==> config.mk <==
export PLATFORM = sky130hd
export DESIGN_NAME = cpp_mac
export DESIGN_NICKNAME = d
export VERILOG_FILES = /design/src/cpp_pkg.sv /design/src/cpp_mac.sv
export SDC_FILE = /design/constraint.sdc
export NUM_CORES = 2
export LEC_CHECK = 0
export BUFFER_PORTS_ARGS = -buffer_cell sky130_fd_sc_hd__clkbuf_2
export CORE_MARGIN = 2
export CORE_UTILIZATION = 60
export DETAILED_ROUTE_END_ITERATION = 8
export PLACE_DENSITY = 0.78
export SYNTH_ARGS = -nofsm -noshare
export SYNTH_HDL_FRONTEND = slang
export SYNTH_SLANG_ARGS = --single-unit
export TNS_END_PERCENT = 30
==> constraint.sdc <==
create_clock -name clk -period 46.3 [get_ports clk]
set_input_delay 9.26 -clock clk [delete_from_list [all_inputs] [get_ports clk]]
set_output_delay 9.26 -clock clk [all_outputs]
set_load 0.01 [all_outputs]
==> src/cpp_pkg.sv <==
// Shared types, constants and saturating arithmetic for the Chebyshev phase predictor.
// No dependencies.
`default_nettype none
package cpp_pkg;

  localparam int MAX_MODELS      = 8;
  localparam int MAX_TIME_COEFFS = 16;
  localparam int MAX_FREQ_COEFFS = 16;
  localparam int SEL_W  = $clog2(MAX_MODELS);
  localparam int TI_W   = $clog2(MAX_TIME_COEFFS);
  localparam int FI_W   = $clog2(MAX_FREQ_COEFFS);
  localparam int CADDR_W = SEL_W + FI_W + TI_W;
  localparam int CDEPTH  = MAX_MODELS * MAX_TIME_COEFFS * MAX_FREQ_COEFFS;

  localparam logic signed [31:0] ONE_Q30   = 32'sd1073741824;
  localparam logic signed [31:0] M_ONE_Q30 = -32'sd1073741824;
  localparam logic signed [63:0] PHASE_NOT_FOUND = -64'sd16777216;
  localparam logic signed [63:0] S64_MAX = 64'h7FFF_FFFF_FFFF_FFFF;
  localparam logic signed [63:0] S64_MIN = 64'h8000_0000_0000_0000;

  typedef enum logic [1:0] {
    OP_WR_COEFF = 2'd0,
    OP_WR_TIME  = 2'd1,
    OP_WR_FREQ  = 2'd2,
    OP_QUERY    = 2'd3
  } op_t;

  typedef enum logic [1:0] {
    CFG_TIME_COUNT  = 2'd0,
    CFG_FREQ_COUNT  = 2'd1,
    CFG_MODEL_COUNT = 2'd2,
    CFG_NONE        = 2'd3
  } cfg_idx_t;

  typedef enum logic [4:0] {
    S_IDLE, S_SCAN_A, S_SCAN_B, S_SCAN_END, S_PREP, S_XSET, S_XDIV, S_YSET, S_YDIV,
    S_ROW_INIT, S_RD, S_RSTEP, S_RWAIT, S_C0RD, S_RFIN, S_RFWAIT, S_OUTER, S_OWAIT, S_OUT
  } state_t;

  typedef enum logic [2:0] {
    M_IDLE, M_LO, M_HI, M_ROUND, M_DBL, M_SUB, M_ADD
  } mac_step_t;

  typedef struct packed {
    logic              start;
    logic              dbl;
    logic signed [63:0] m;
    logic signed [31:0] q;
    logic signed [63:0] s;
    logic signed [63:0] a;
  } mac_req_t;

  typedef struct packed {
    logic              done;
    logic signed [63:0] res;
  } mac_rsp_t;

  typedef struct packed {
    logic        start;
    logic [63:0] num;
    logic [63:0] den;
  } div_req_t;

  typedef struct packed {
    logic        done;
    logic [30:0] quo;
  } div_rsp_t;

  function automatic logic signed [63:0] sat_add(input logic signed [63:0] a,
                                                 input logic signed [63:0] b);
    logic signed [64:0] s;
    s = {a[63], a} + {b[63], b};
    if (s[64] != s[63]) return s[64] ? S64_MIN : S64_MAX;
    return s[63:0];
  endfunction

  function automatic logic signed [63:0] sat_sub(input logic signed [63:0] a,
                                                 input logic signed [63:0] b);
    logic signed [64:0] s;
    s = {a[63], a} - {b[63], b};
    if (s[64] != s[63]) return s[64] ? S64_MIN : S64_MAX;
    return s[63:0];
  endfunction

  // divide by two, truncating toward zero
  function automatic logic signed [63:0] half(input logic signed [63:0] v);
    logic signed [63:0] s;
    s = v + {63'd0, v[63]};
    return s >>> 1;
  endfunction

endpackage
`default_nettype wire

==> src/cpp_mac.sv <==
// Clenshaw step unit: rounded Q40.24 x Q1.30 multiply on one shared 32-bit
// multiplier, then optional saturating double, subtract and add. Depends on cpp_pkg.
`default_nettype none
module cpp_mac import cpp_pkg::*; (
  input  wire logic     clk,
  input  wire logic     rst,
  input  wire mac_req_t req,
  output      mac_rsp_t rsp
);
  mac_step_t step, step_next;
  logic               neg;
  logic               dbl;
  logic [63:0]        ud;
  logic [30:0]        ux;
  logic signed [63:0] sub_op;
  logic signed [63:0] add_op;
  logic [62:0]        plo;
  logic [62:0]        phi;
  logic signed [63:0] acc;
  logic               done;
  logic [31:0]        mop;
  logic [62:0]        prod;
  logic [63:0]        lo_rnd;
  logic [64:0]        mag;
  logic signed [63:0] rnd;

  assign mop    = (step == M_LO) ? ud[31:0] : ud[63:32];
  assign prod   = mop * ux;
  assign lo_rnd = {1'b0, plo} + 64'd536870912;
  assign mag    = {phi, 2'b00} + {31'd0, lo_rnd[63:30]};

  always_comb begin
    if (neg) begin
      rnd = (mag >= 65'h0_8000_0000_0000_0000) ? S64_MIN : -$signed(mag[63:0]);
    end else begin
      rnd = (mag > 65'h0_7FFF_FFFF_FFFF_FFFF) ? S64_MAX : $signed(mag[63:0]);
    end
  end

  always_comb begin
    step_next = step;
    unique case (step)
      M_IDLE:  if (req.start) step_next = M_LO;
      M_LO:    step_next = M_HI;
      M_HI:    step_next = M_ROUND;
      M_ROUND: step_next = M_DBL;
      M_DBL:   step_next = M_SUB;
      M_SUB:   step_next = M_ADD;
      M_ADD:   step_next = M_IDLE;
      default: step_next = M_IDLE;
    endcase
  end

  always_ff @(posedge clk) begin
    if (rst) begin
      step <= M_IDLE;
      done <= 1'b0;
    end else begin
      step <= step_next;
      done <= (step == M_ADD);
    end
  end

  always_ff @(posedge clk) begin
    case (step)
      M_IDLE: begin
        neg    <= req.m[63] ^ req.q[31];
        ud     <= req.m[63] ? (64'd0 - req.m) : req.m;
        ux     <= req.q[31] ? 31'(32'd0 - req.q) : req.q[30:0];
        dbl    <= req.dbl;
        sub_op <= req.s;
        add_op <= req.a;
      end
      M_LO:    plo <= prod;
      M_HI:    phi <= prod;
      M_ROUND: acc <= rnd;
      M_DBL:   acc <= dbl ? sat_add(acc, acc) : acc;
      M_SUB:   acc <= sat_sub(acc, sub_op);
      M_ADD:   acc <= sat_add(acc, add_op);
      default: acc <= acc;
    endcase
  end

  assign rsp.done = done;
  assign rsp.res  = acc;
endmodule
`default_nettype wire

==> results.md <==
* Vias in the first global route at 53.09k
* RePlAce Congestion at about 1
* Share of cells above drive strength 1 at 7.781%
* Clock skew at 0.05066 ns
* Root buffer cell: clkbuf_16
* # IOs at roughly 300
* DIE AREA at 0.1067 sq mm
* Initial antenna violation count at 0
* Bufs on Longest Clock Path at 3
* Tcrit/Tclk final at 27.18%
* Syn. warnings at 0
* Iteration-0 DRC count of the detailed router at 4,054
* RSZ-0062 raised after global routing: no
* Critical Path RT at 46.69 ns
* Worst Setup EP: ud[56]$_DFFE_PN_
* Area grow syn2layout at 6.385%
* Hold Crit Class: register to register
* Cts repair resizes at 0
* Drt total wl at 181.0 mm
* Slew Limit Fails at 0
* Final WS setup at 33.72 ns
* Sink Count at 390
* Reg2Reg Depth at 30
* Worst reg2reg path startpoint: step[0]$_SDFFE_PP0P_
* CP startpoint: req[160]
* Flop2flop setup slack at 34.84 ns
* FF+latch count, synth at 390
* Crit Path Class: input pin to register
* FMAX at 79.47 MHz
* Post-route ant nets at 0
* Die height at 326.6 um
* Startpoint types: input pin
* Ys async rst share at 0%
* Slew HR at 14.91%
* Worst-Skew Late Latency at approximately 0.66 ns
* Clock buffer count from CTS at 47
* Commonest non-fill, non-tap cell in the layout: inv_1
* Count of final hold-check violations at 0
* Worst-Margin Slew at 1.276 ns
* Max Cap Violations at 0
* Total gr overflow at 0
* Place WS at 33.10 ns
* WP data arrival at 12.97 ns
* HPWL Detailed at approximately 140 mm
* ANT cells at 0
* Initial Util at 60.43%
* Port buffer count at about 300
* CP max FO at 6
* Top_reg_cell synth: edfxtp_1
* Gate Count Post-Synth at between 6k and 7k
* Reg clk slew, reported paths at ~0.06 ns
* Vias at 51.00k
* Horiz. Die Dim at 326.6 um
* Placed insts at between 8k and 9k
* Largest net degree at the start of global routing at just over 80
* RR Endpoint: phi[60]$_DFFE_PP_
* Crit. End Element: register
* CTS Hold Buffers Added at 0
* GRT Total Usage at 34.38%
* Core area at 0.1033 sq mm
* Nets at 8,476
* DRT Pass-1 Iters at 6
* CTS tree: yes
* DRC at 0
* Number of synthesized flops with an enable pin at 386
* Netlist cell types at 105
* Setup bufs post-CTS at 0
* Setup TNS at 0 ns
* Avg WL per Cell at about 22 um
* Post-route minimum period at 12.58 ns
* Post-synthesis instance area at 0.06245 sq mm
* Sequential fraction of the synthesis area at 18.69%
* Syn Area/Cell at 9.036 sq um
* First-pass GRT wire length at slightly below 300 mm
* Final setup fails at 0
* Multi-input logic area at 0.04554 sq mm
* Commonest cells after routing, fill and taps aside: 1,042 x inv_1, 869 x fa_1, 747 x nand2_1, 530 x and2_1, 424 x ha_1
* FP Rows at 118
* Final hold slack at 0.6536 ns
* Status: finished, final reports clean
* Post-Layout Cell Count at 8,371
* Fillers at 8,482
* Via/cell ratio at a little over 6
* Storage element area at around 0.012 sq mm
* H-Tree Depth at 2
* Syn nets at 8,432
-- worst max-delay path: stages --
cell and delay (ns):
clkbuf_2 0.10, inv_1 0.06, ha_1 0.15, nand2b_1 0.08
or3_1 0.33, or3_1 0.35, or3_1 0.47, or4_1 0.54
nor3_1 0.27, and3_1 0.24, nand4_1 0.20, or3_1 0.48
o41ai_1 0.34, xnor2_1 0.10
-- worst min-delay path by stage --
stage                              start                   end  slack (ns)  depth (start not counted)
floorplan           step[0]$_SDFFE_PP0P_  step[1]$_SDFFE_PP0P_        0.49                          2
global route        step[1]$_SDFFE_PP0P_       done$_SDFF_PP0_        0.69                          2
global placement    step[1]$_SDFFE_PP0P_  step[1]$_SDFFE_PP0P_        0.65                          2
CTS                 step[1]$_SDFFE_PP0P_  step[1]$_SDFFE_PP0P_        0.66                          2
detailed placement  step[1]$_SDFFE_PP0P_  step[1]$_SDFFE_PP0P_        0.65                          2
finish              step[1]$_SDFFE_PP0P_       done$_SDFF_PP0_        0.65                          2
-- metrics by stage --
stage	cell area (sq um)	utilization [%]
final	66440	64.28
after global routing	66440	64.28
after CTS	66440	64.28
after detailed placement	64800	62.70
after global placement	64800	62.70
after floorplan	62450	-
-- state kept, by name (all words and copies together), names as in the netlist --
register / count
acc: 64
add_op: 64
sub_op: 64
ud: 64
phi: 63
plo: 34
ux: 31
step: 3
dbl: 1
done: 1
neg: 1
-- kinds of logic after synthesis --
| kind of cell | count (synthesis) | synth area share [%] |
|---|---|---|
| XOR/XNOR | 338 | 4.740 |
| flip-flops | 390 | 18.69 |
| buffers and inverters | 1405 | 8.515 |
| AO/OA/AOI/OAI | 1295 | 13.28 |
| AND/OR/NAND/NOR | 2147 | 17.66 |
| multiplexers | 43 | 0.7593 |
| adder cells (fa/ha/maj) | 1293 | 36.35 |
-- routing by layer --
layer  global-route usage, %  routed length [um]
met1                   43.65               70050
met2                   57.07               85530
met3                   6.279               15430
met4                   16.37                9966
met5                       0                   0
-- cells in the mapped netlist, drive strengths merged, types with 11 or more instances --
cell type	count	share of area, %
a2111oi	17	0.31
a211o	12	0.17
a211oi	39	0.48
a21boi	43	0.52
a21o	119	1.4
a21oi	279	2.2
a22oi	21	0.26
a31oi	31	0.31
a32oi	21	0.29
and2	531	5.3
and3	63	0.63
and4	19	0.27
buf	25	0.21
clkbuf	336	2.0
edfxtp	386	19
fa	869	28
ha	424	8.5
inv	1043	6.3
mux2	35	0.63
nand2	747	4.5
nand2b	45	0.46
nand3	99	0.79
nand4	125	1.3
nor2	210	1.3
nor2b	27	0.27
nor3	106	0.86
nor3b	11	0.13
nor4	32	0.40
o211ai	28	0.35
o21a	40	0.48
o21ai	425	3.4
o21bai	41	0.49
o311ai	12	0.19
o31ai	56	0.67
o41ai	15	0.24
or2	26	0.26
or3	60	0.61
or4	25	0.32
xnor2	264	3.7
xor2	74	1.0
-- area by class of cell --
class | count | share of cell area (%)
Sequential cell | 390 | 17.57
Multi-Input combinational cell | 5116 | 68.55
Inverter | 1044 | 5.898
Clock buffer | 54 | 1.872
Clock inverter | 31 | 0.5951
Tap cell | 1380 | 2.599
Timing Repair Buffer | 356 | 2.923
Power is not shown: default switching activity piles up to over one toggle a cycle in this logic, so the estimate is an artifact.
