[config.mk]
export PLATFORM = sky130hd
export DESIGN_NAME = cpp_div
export DESIGN_NICKNAME = d
export VERILOG_FILES = /design/src/cpp_pkg.sv /design/src/cpp_div.sv
export SDC_FILE = /design/constraint.sdc
export NUM_CORES = 1
export LEC_CHECK = 0
export ABC_CLOCK_PERIOD_IN_PS = 3760
export BUFFER_PORTS_ARGS = -buffer_cell sky130_fd_sc_hd__buf_2
export CORE_UTILIZATION = 23
export CTS_CLUSTER_SIZE = 28
export DETAILED_ROUTE_END_ITERATION = 10
export PLACE_DENSITY = 0.5
export SYNTH_ARGS = -nofsm -noshare
export SYNTH_HDL_FRONTEND = slang
export SYNTH_SLANG_ARGS = --single-unit
[constraint.sdc]
create_clock -name clk -period 3.76 [get_ports clk]
set_input_delay 0.376 -clock clk [delete_from_list [all_inputs] [get_ports clk]]
set_output_delay 0.376 -clock clk [all_outputs]
set_load 0.02 [all_outputs]
[src/cpp_pkg.sv]
// Shared types, constants and saturating arithmetic for the Chebyshev phase predictor.
// No dependencies.
`default_nettype none
package cpp_pkg;

  localparam int MAX_MODELS      = 8;
  localparam int MAX_TIME_COEFFS = 16;
  localparam int MAX_FREQ_COEFFS = 16;
  localparam int SEL_W  = $clog2(MAX_MODELS);
  localparam int TI_W   = $clog2(MAX_TIME_COEFFS);
  localparam int FI_W   = $clog2(MAX_FREQ_COEFFS);
  localparam int CADDR_W = SEL_W + FI_W + TI_W;
  localparam int CDEPTH  = MAX_MODELS * MAX_TIME_COEFFS * MAX_FREQ_COEFFS;

  localparam logic signed [31:0] ONE_Q30   = 32'sd1073741824;
  localparam logic signed [31:0] M_ONE_Q30 = -32'sd1073741824;
  localparam logic signed [63:0] PHASE_NOT_FOUND = -64'sd16777216;
  localparam logic signed [63:0] S64_MAX = 64'h7FFF_FFFF_FFFF_FFFF;
  localparam logic signed [63:0] S64_MIN = 64'h8000_0000_0000_0000;

  typedef enum logic [1:0] {
    OP_WR_COEFF = 2'd0,
    OP_WR_TIME  = 2'd1,
    OP_WR_FREQ  = 2'd2,
    OP_QUERY    = 2'd3
  } op_t;

  typedef enum logic [1:0] {
    CFG_TIME_COUNT  = 2'd0,
    CFG_FREQ_COUNT  = 2'd1,
    CFG_MODEL_COUNT = 2'd2,
    CFG_NONE        = 2'd3
  } cfg_idx_t;

  typedef enum logic [4:0] {
    S_IDLE, S_SCAN_A, S_SCAN_B, S_SCAN_END, S_PREP, S_XSET, S_XDIV, S_YSET, S_YDIV,
    S_ROW_INIT, S_RD, S_RSTEP, S_RWAIT, S_C0RD, S_RFIN, S_RFWAIT, S_OUTER, S_OWAIT, S_OUT
  } state_t;

  typedef enum logic [2:0] {
    M_IDLE, M_LO, M_HI, M_ROUND, M_DBL, M_SUB, M_ADD
  } mac_step_t;

  typedef struct packed {
    logic              start;
    logic              dbl;
    logic signed [63:0] m;
    logic signed [31:0] q;
    logic signed [63:0] s;
    logic signed [63:0] a;
  } mac_req_t;

  typedef struct packed {
    logic              done;
    logic signed [63:0] res;
  } mac_rsp_t;

  typedef struct packed {
    logic        start;
    logic [63:0] num;
    logic [63:0] den;
  } div_req_t;

  typedef struct packed {
    logic        done;
    logic [30:0] quo;
  } div_rsp_t;

  function automatic logic signed [63:0] sat_add(input logic signed [63:0] a,
                                                 input logic signed [63:0] b);
    logic signed [64:0] s;
    s = {a[63], a} + {b[63], b};
    if (s[64] != s[63]) return s[64] ? S64_MIN : S64_MAX;
    return s[63:0];
  endfunction

  function automatic logic signed [63:0] sat_sub(input logic signed [63:0] a,
                                                 input logic signed [63:0] b);
    logic signed [64:0] s;
    s = {a[63], a} - {b[63], b};
    if (s[64] != s[63]) return s[64] ? S64_MIN : S64_MAX;
    return s[63:0];
  endfunction

  // divide by two, truncating toward zero
  function automatic logic signed [63:0] half(input logic signed [63:0] v);
    logic signed [63:0] s;
    s = v + {63'd0, v[63]};
    return s >>> 1;
  endfunction

endpackage
`default_nettype wire

[src/cpp_div.sv]
// Restoring fractional divider, one quotient bit per cycle (31 bits).
// Depends on cpp_pkg.
`default_nettype none
module cpp_div import cpp_pkg::*; (
  input  wire logic     clk,
  input  wire logic     rst,
  input  wire div_req_t req,
  output      div_rsp_t rsp
);
  logic        busy;
  logic [4:0]  cnt;
  logic [63:0] rem;
  logic [63:0] den;
  logic [30:0] quo;
  logic        done;
  logic [64:0] rem2;
  logic        take;

  assign rem2 = {rem, 1'b0};
  assign take = rem2 >= {1'b0, den};

  always_ff @(posedge clk) begin
    if (rst) begin
      busy <= 1'b0;
      done <= 1'b0;
      cnt  <= '0;
    end else begin
      done <= 1'b0;
      if (!busy && req.start) begin
        busy <= 1'b1;
        cnt  <= 5'd30;
      end else if (busy) begin
        cnt <= cnt - 5'd1;
        if (cnt == 5'd0) begin
          busy <= 1'b0;
          done <= 1'b1;
        end
      end
    end
  end

  always_ff @(posedge clk) begin
    if (!busy && req.start) begin
      rem <= req.num;
      den <= req.den;
      quo <= '0;
    end else if (busy) begin
      rem <= take ? (rem2[63:0] - den) : rem2[63:0];
      quo <= {quo[29:0], take};
    end
  end

  assign rsp.done = done;
  assign rsp.quo  = quo;
endmodule
`default_nettype wire

==> results of run 1 <==
[sequential cells by signal, indices dropped and copies added, names as in the netlist]
name  cells
den      64
rem      64
cnt       5
done      1
busy      1
quo      31
[layout make-up]
cell class / count / area (um2) / area share
multi-input combinational: 913 / 5580 / 0.433
sequential: 166 / 4610 / 0.357
timing repair buffer: 180 / 996 / 0.0773
tap: 607 / 759 / 0.0589
clock buffer: 18 / 439 / 0.0341
inverter: 91 / 344 / 0.0267
clock inverter: 14 / 155 / 0.0120
antenna: 3 / 7.51 / 0.000583
[synth_stat cells (7+ instances only)]
library cell | number | area share
dfxtp_1 | 38 | 0.070
and4_1 | 10 | 0.0081
a21oi_1 | 137 | 0.063
a31oi_1 | 22 | 0.013
xnor2_1 | 29 | 0.023
nand2b_1 | 38 | 0.022
xor2_1 | 25 | 0.020
a21o_1 | 28 | 0.019
o211ai_1 | 7 | 0.0048
nor3_1 | 27 | 0.012
nor4_1 | 12 | 0.0069
nand4_1 | 25 | 0.014
nand3_1 | 24 | 0.011
a211oi_1 | 8 | 0.0055
o21ai_0 | 77 | 0.035
o31ai_1 | 7 | 0.0048
nand2_1 | 147 | 0.051
buf_2 | 21 | 0.0097
inv_1 | 89 | 0.031
edfxtp_1 | 128 | 0.35
and3_1 | 9 | 0.0052
nor2_1 | 103 | 0.036
clkbuf_1 | 35 | 0.012
ha_1 | 66 | 0.076
o21bai_1 | 19 | 0.013
o21ai_1 | 26 | 0.012
[per-layer routing]
layer	wire (um)	up-vias	GRT usage
met5	66	-	0
met4	691	10	0.0516
met3	1830	52	0.0437
met2	15100	208	0.221
met1	15600	4451	0.187
li1	-	4698	-
[kinds of logic after synthesis]
group                      Yosys count  share of synthesized area
and+or+nand+nor                    418                      0.182
buffers and inverters              162                     0.0644
AOI/OAI and AO/OA                  372                      0.206
muxes                                2                    0.00184
DFF                                166                      0.424
adders and majority gates           67                     0.0779
xor gates and xnor gates            54                     0.0435
[what timing repair did]
item                       in CTS  in global routing
setup endpoints to repair       0                  1
buffers inserted                0                  0
hold buffers                    0                  0
gates resized for setup         0                  1
[stage by stage]
step / hold WS (ps) / worst slack [ps] / cells / utilization / power, mW
2_1_floorplan: 448 / 320 / 1241 / - / 7.12
3_3_place_gp: 459 / 237 / 1957 / 0.264 / 8.49
3_5_place_dp: 468 / 315 / 1957 / 0.264 / 8.50
4_1_cts: 5.35 / 265 / 1989 / 0.276 / 10.4
5_1_grt: 20.1 / 2.37 / 1990 / 0.277 / 11.2
6_report: 48.1 / 286 / 1992 / 0.277 / 10.3
[cell usage in the layout (no fill, tap or decap), types with 8 or more instances in the layout]
cell type / n
nor2_1: 103
nand2b_1: 37
a21oi_1: 137
buf_2: 162
o21ai_1: 26
and3_1: 9
and4_1: 10
xor2_1: 25
nand2_1: 147
nor3_1: 27
inv_1: 88
a21o_1: 28
ha_1: 66
clkbuf_16: 17
a211oi_1: 8
buf_4: 14
nand4_1: 25
o21bai_1: 19
a31oi_1: 22
nor4_1: 11
o21ai_0: 77
xnor2_1: 29
nand3_1: 24
edfxtp_1: 128
dfxtp_1: 37
[worst max path at each step]
stage	endpoint	slack [ps]	from	depth (start not counted)
floorplan	rem[30]$_DFFE_PP_	320	req[128]	5
global placement	rem[54]$_DFFE_PP_	240	rem[32]$_DFFE_PP_	11
detailed placement	rem[63]$_DFFE_PP_	310	rem[32]$_DFFE_PP_	12
CTS	rem[57]$_DFFE_PP_	270	rem[32]$_DFFE_PP_	12
global route	rem[54]$_DFFE_PP_	2	rem[49]$_DFFE_PP_	11
finish	rem[51]$_DFFE_PP_	290	rem[49]$_DFFE_PP_	11
[power breakdown]
| group | leakage, nW | internal [mW] | total, mW | switching [mW] |
|---|---|---|---|---|
| logic | 3.49 | 2.24 | 5.66 | 3.42 |
| clock network | 0.292 | 0.905 | 1.82 | 0.911 |
| registers | 1.55 | 2.59 | 2.83 | 0.247 |
==> results.json, run 1 <==
{
  "outcome": "complete, no violations",
  "via_count": 9419,
  "layout_min_cycle_time_ps": 3470,
  "cts_sinks": 166,
  "nNetsFinal": 1567,
  "worst_r2r_path_depth": 11,
  "grt_max_degree": 74,
  "critical_path.max_fanout": 15,
  "worstMarginPinSlew_ps": 836,
  "cts_htree_levels": 4,
  "ys_ff_latch": 166,
  "crit_top_cell": "a21o_1",
  "die_w_um": 219,
  "ir_drop_uv": 372,
  "worst_hold_path.endpoint": "den[18]$_DFFE_PP_",
  "die_area_um2": 48100,
  "leakagePower_nw": 5.33,
  "rsz0062_at_grt": "no",
  "fill_cells": 5063,
  "slew_headroom": 0.442,
  "worstPathArrival_ps": 3770,
  "grt_first_pass_wirelength_um": 52500,
  "worstSetupStartpointType": "register",
  "ctsRootBufferMaster": "clkbuf_16",
  "setup_violations": 0,
  "cpPeakStageDelay_ps": 510,
  "synth_ff_type": "edfxtp_1",
  "wirelength_um": 33400,
  "grt_overflow_total": 0,
  "synthArstFlopShare": 0,
  "syn_avg_cell_area_um2": 8.75,
  "synth_edf_count": 128,
  "io_pins": 163,
  "clock_skew_ps": 14.0,
  "cp_slowest_cell": "nor4_2",
  "vias_per_cell": 4.73,
  "dr.pass1.iters": 5,
  "wl_per_cell_um": 16.7,
  "final_cell_area_um2": 12900,
  "core_region_area_um2": 46600,
  "chipHeight_um": 219,
  "portBuffers": 162,
  "drt_iter0_markers": 489,
  "crit_path_end_kind": "register",
  "ant_nets": 0,
  "hold_viol_final": 0,
  "antenna_found_initial": 7,
  "place_hpwl_um": 25200,
  "min_path_cells": 1,
  "path_class": "reg -> reg",
  "grt_pass1_vias": 9331,
  "timing.rr.start": "rem[49]$_DFFE_PP_",
  "ys_seq_area_frac": 0.424,
  "syn_to_final_growth_pct": 18.6,
  "reg2reg_to": "rem[51]$_DFFE_PP_",
  "cp_num_buf_inv": 1,
  "cp_top_family": "compound AO/OA/AOI/OAI gates",
  "syn_area_um2": 10900,
  "final.setup.tns_ps": 0,
  "cts_buffers": 17,
  "synth-warning-count": 0,
  "crit_required_ps": 4060,
  "clk_pin_slew_ps": 80,
  "fmax_mhz": 288,
  "crit_path_cell_trace": "ha_1 -> a21o_1 -> a21o_1 -> a21o_1 -> a21oi_1 -> nor2_1 -> nor4_2 -> a21boi_4 -> buf_4 -> nor4_1 -> nor4_1",
  "dpl_cell_area_um2": 12300,
  "final_layout_size_suffix_gt1_frac": 0.172,
  "start_util": 0.233,
  "powerDensity_nw_per_um2": 800,
  "maxCapViolCount": 0,
  "routabilityCongestion": 0.861,
  "synth_fp_nets": 1439,
  "worstHoldPathType": "in -> reg",
  "synth_cells": 1241,
  "hp-start": "req[18]",
  "cts_buffer_depth": 2,
  "grt_usage": 0.143,
  "slew_violations": 0,
  "ys_types": 68,
  "drc_errors": 0,
  "period_share": 0.924,
  "worst_skew_pair.late_latency_ps": 500,
  "cts_tree": "yes",
  "rrSetupSlack_ps": 290,
  "rows": 79
}
No activity file was read; power rests on OpenSTA's default activity.
==> run 2, diff against run 1 <==
CORE_MARGIN = 2   (was unset)
RECOVER_POWER = 50   (was unset)
==> results.json, run 2 (same netlist as run 1, synthesis figures left out) <==
{
  "outcome": "finished, violations left",
  "violations": "max-capacitance violations, max-slew violations",
  "start_util": 0.233,
  "drt_iter0_markers": 633,
  "place_hpwl_um": 25200,
  "cts_buffer_depth": 2,
  "drc_errors": 0,
  "ant_nets": 0,
  "nNetsFinal": 1567,
  "final.setup.tns_ps": 0,
  "chipHeight_um": 221,
  "crit_top_cell": "nand2_1",
  "worst_skew_pair.late_latency_ps": 470,
  "reg.largest.list": "den (64), rem (64), quo (31)",
  "io_pins": 163,
  "crit_required_ps": 3950,
  "cp_slowest_cell": "ha_1",
  "wirelength_um": 33300,
  "grt_pass1_vias": 9508,
  "cpPeakStageDelay_ps": 470,
  "worstSetupStartpointType": "register",
  "portBuffers": 162,
  "hold_viol_final": 0,
  "rsz0062_at_grt": "no",
  "die_w_um": 221,
  "powerDensity_nw_per_um2": 806,
  "antenna_found_initial": 11,
  "path_class": "reg -> reg",
  "grt_overflow_total": 0,
  "cts_buffers": 17,
  "dr.pass1.iters": 5,
  "ir_drop_uv": 356,
  "clk_pin_slew_ps": 80,
  "core_region_area_um2": 46600,
  "grt_usage": 0.136,
  "crit_path_cell_trace": "ha_1 -> and4_1 -> nand2_1 -> nor3_2 -> nand4_1 -> nor4_1 -> nor4_2 -> a21bo_2 -> buf_12 -> nand2_1 -> o21ai_1 -> a21oi_1",
  "fill_cells": 5071,
  "final_layout_size_suffix_gt1_frac": 0.137,
  "rrSetupSlack_ps": 250,
  "clock_skew_ps": 16.0,
  "leakagePower_nw": 5.15,
  "wl_per_cell_um": 16.7,
  "worstPathArrival_ps": 3700,
  "vias_per_cell": 4.77,
  "final_common_cell": "nand2_1",
  "worstHoldPathType": "in -> reg",
  "crit_path_end_kind": "register",
  "die_area_um2": 49000,
  "grt_first_pass_wirelength_um": 52600,
  "period_share": 0.935,
  "setup_violations": 0,
  "ctsRootBufferMaster": "clkbuf_16",
  "fin_util": 0.275,
  "cts_htree_levels": 4,
  "slew_headroom": -0.386,
  "mostFrequentLayoutCells": "nand2_1, a21oi_1, edfxtp_1",
  "fmax_mhz": 285,
  "post_cts_buffers": 0,
  "cts_tree": "yes",
  "critical_path.max_fanout": 58,
  "cts_sinks": 166,
  "slew_violations": 105,
  "routabilityCongestion": 0.863,
  "layout_min_cycle_time_ps": 3510,
  "syn_to_final_growth_pct": 17.9,
  "via_count": 9493,
  "rows": 79,
  "multi_input_area_um2": 5570,
  "worstMarginPinSlew_ps": 2080,
  "grt_max_degree": 59,
  "register_area_um2": 4600,
  "maxCapViolCount": 2
}
-- run 2: cell types whose count changed in the layout (fill, tap and decap cells not counted), sizes merged --
cell    previous run  this run
inv               99       102
clkinv             6         4
diode              3         1
buf              180       135
clkbuf            18        62
-- run 2: final timing paths --
path | startpoint | cells past startpoint | endpoint
setup / recovery | rem[32]$_DFFE_PP_ | 12 | rem[28]$_DFFE_PP_
hold / removal | req[38] | 1 | den[38]$_DFFE_PP_
setup reg to reg | rem[32]$_DFFE_PP_ | 12 | rem[28]$_DFFE_PP_
hold reg to reg | quo[7]$_SDFFE_PP0P_ | 2 | quo[8]$_SDFFE_PP0P_
-- run 2: final cells by class --
cell class,count,area share
Clock buffer,17,0.0332
Clock inverter,15,0.0138
Tap cell,607,0.0593
Sequential cell,166,0.359
Antenna cell,1,0.000195
Timing Repair Buffer,180,0.0722
Multi-Input combinational cell,913,0.435
Inverter,91,0.0267
-- run 2: power by group --
group	internal (mW)	switching, mW	total, mW
logic	2.23	3.41	5.65
registers	2.59	0.263	2.85
clock network	0.904	0.916	1.82
-- run 2: what timing repair did --
action                                  in CTS  in global routing
endpoints found under the setup margin       0                 33
hold buffers                                 0                  0
gates resized for setup                      0                  2
-- run 2: per-stage QoR --
step / cell area, um2 / setup WS (ps) / hold slack, ps / cells / total power [mW]
finish: 12800 / 246 / 70.8 / 1990 / 10.3
global placement: 12300 / 297 / 461 / 1957 / 8.47
CTS: 12900 / 177 / 36.9 / 1989 / 10.4
global route: 12800 / 3.38 / 46.4 / 1989 / 11.2
detailed placement: 12300 / 225 / 472 / 1957 / 8.49
floorplan: 10900 / 320 / 448 / 1241 / 7.12
-- run 2: worst max-delay path, delay by kind of cell (launching register included) --
family	cells	cell delay, ps
adders and majority gates	1	470
DFF	1	410
AOI/OAI and AO/OA	3	540
and+or+nand+nor	7	1480
buffers and inverters	1	290
-- run 2: layer usage --
metal | GRT usage | vias to the layer above | part of all wire
met5 | 0 | - | 0.0038
met1 | 0.179 | 4512 | 0.47
met4 | 0.0342 | 20 | 0.014
met2 | 0.215 | 212 | 0.45
li1 | - | 4700 | -
met3 | 0.0436 | 49 | 0.054
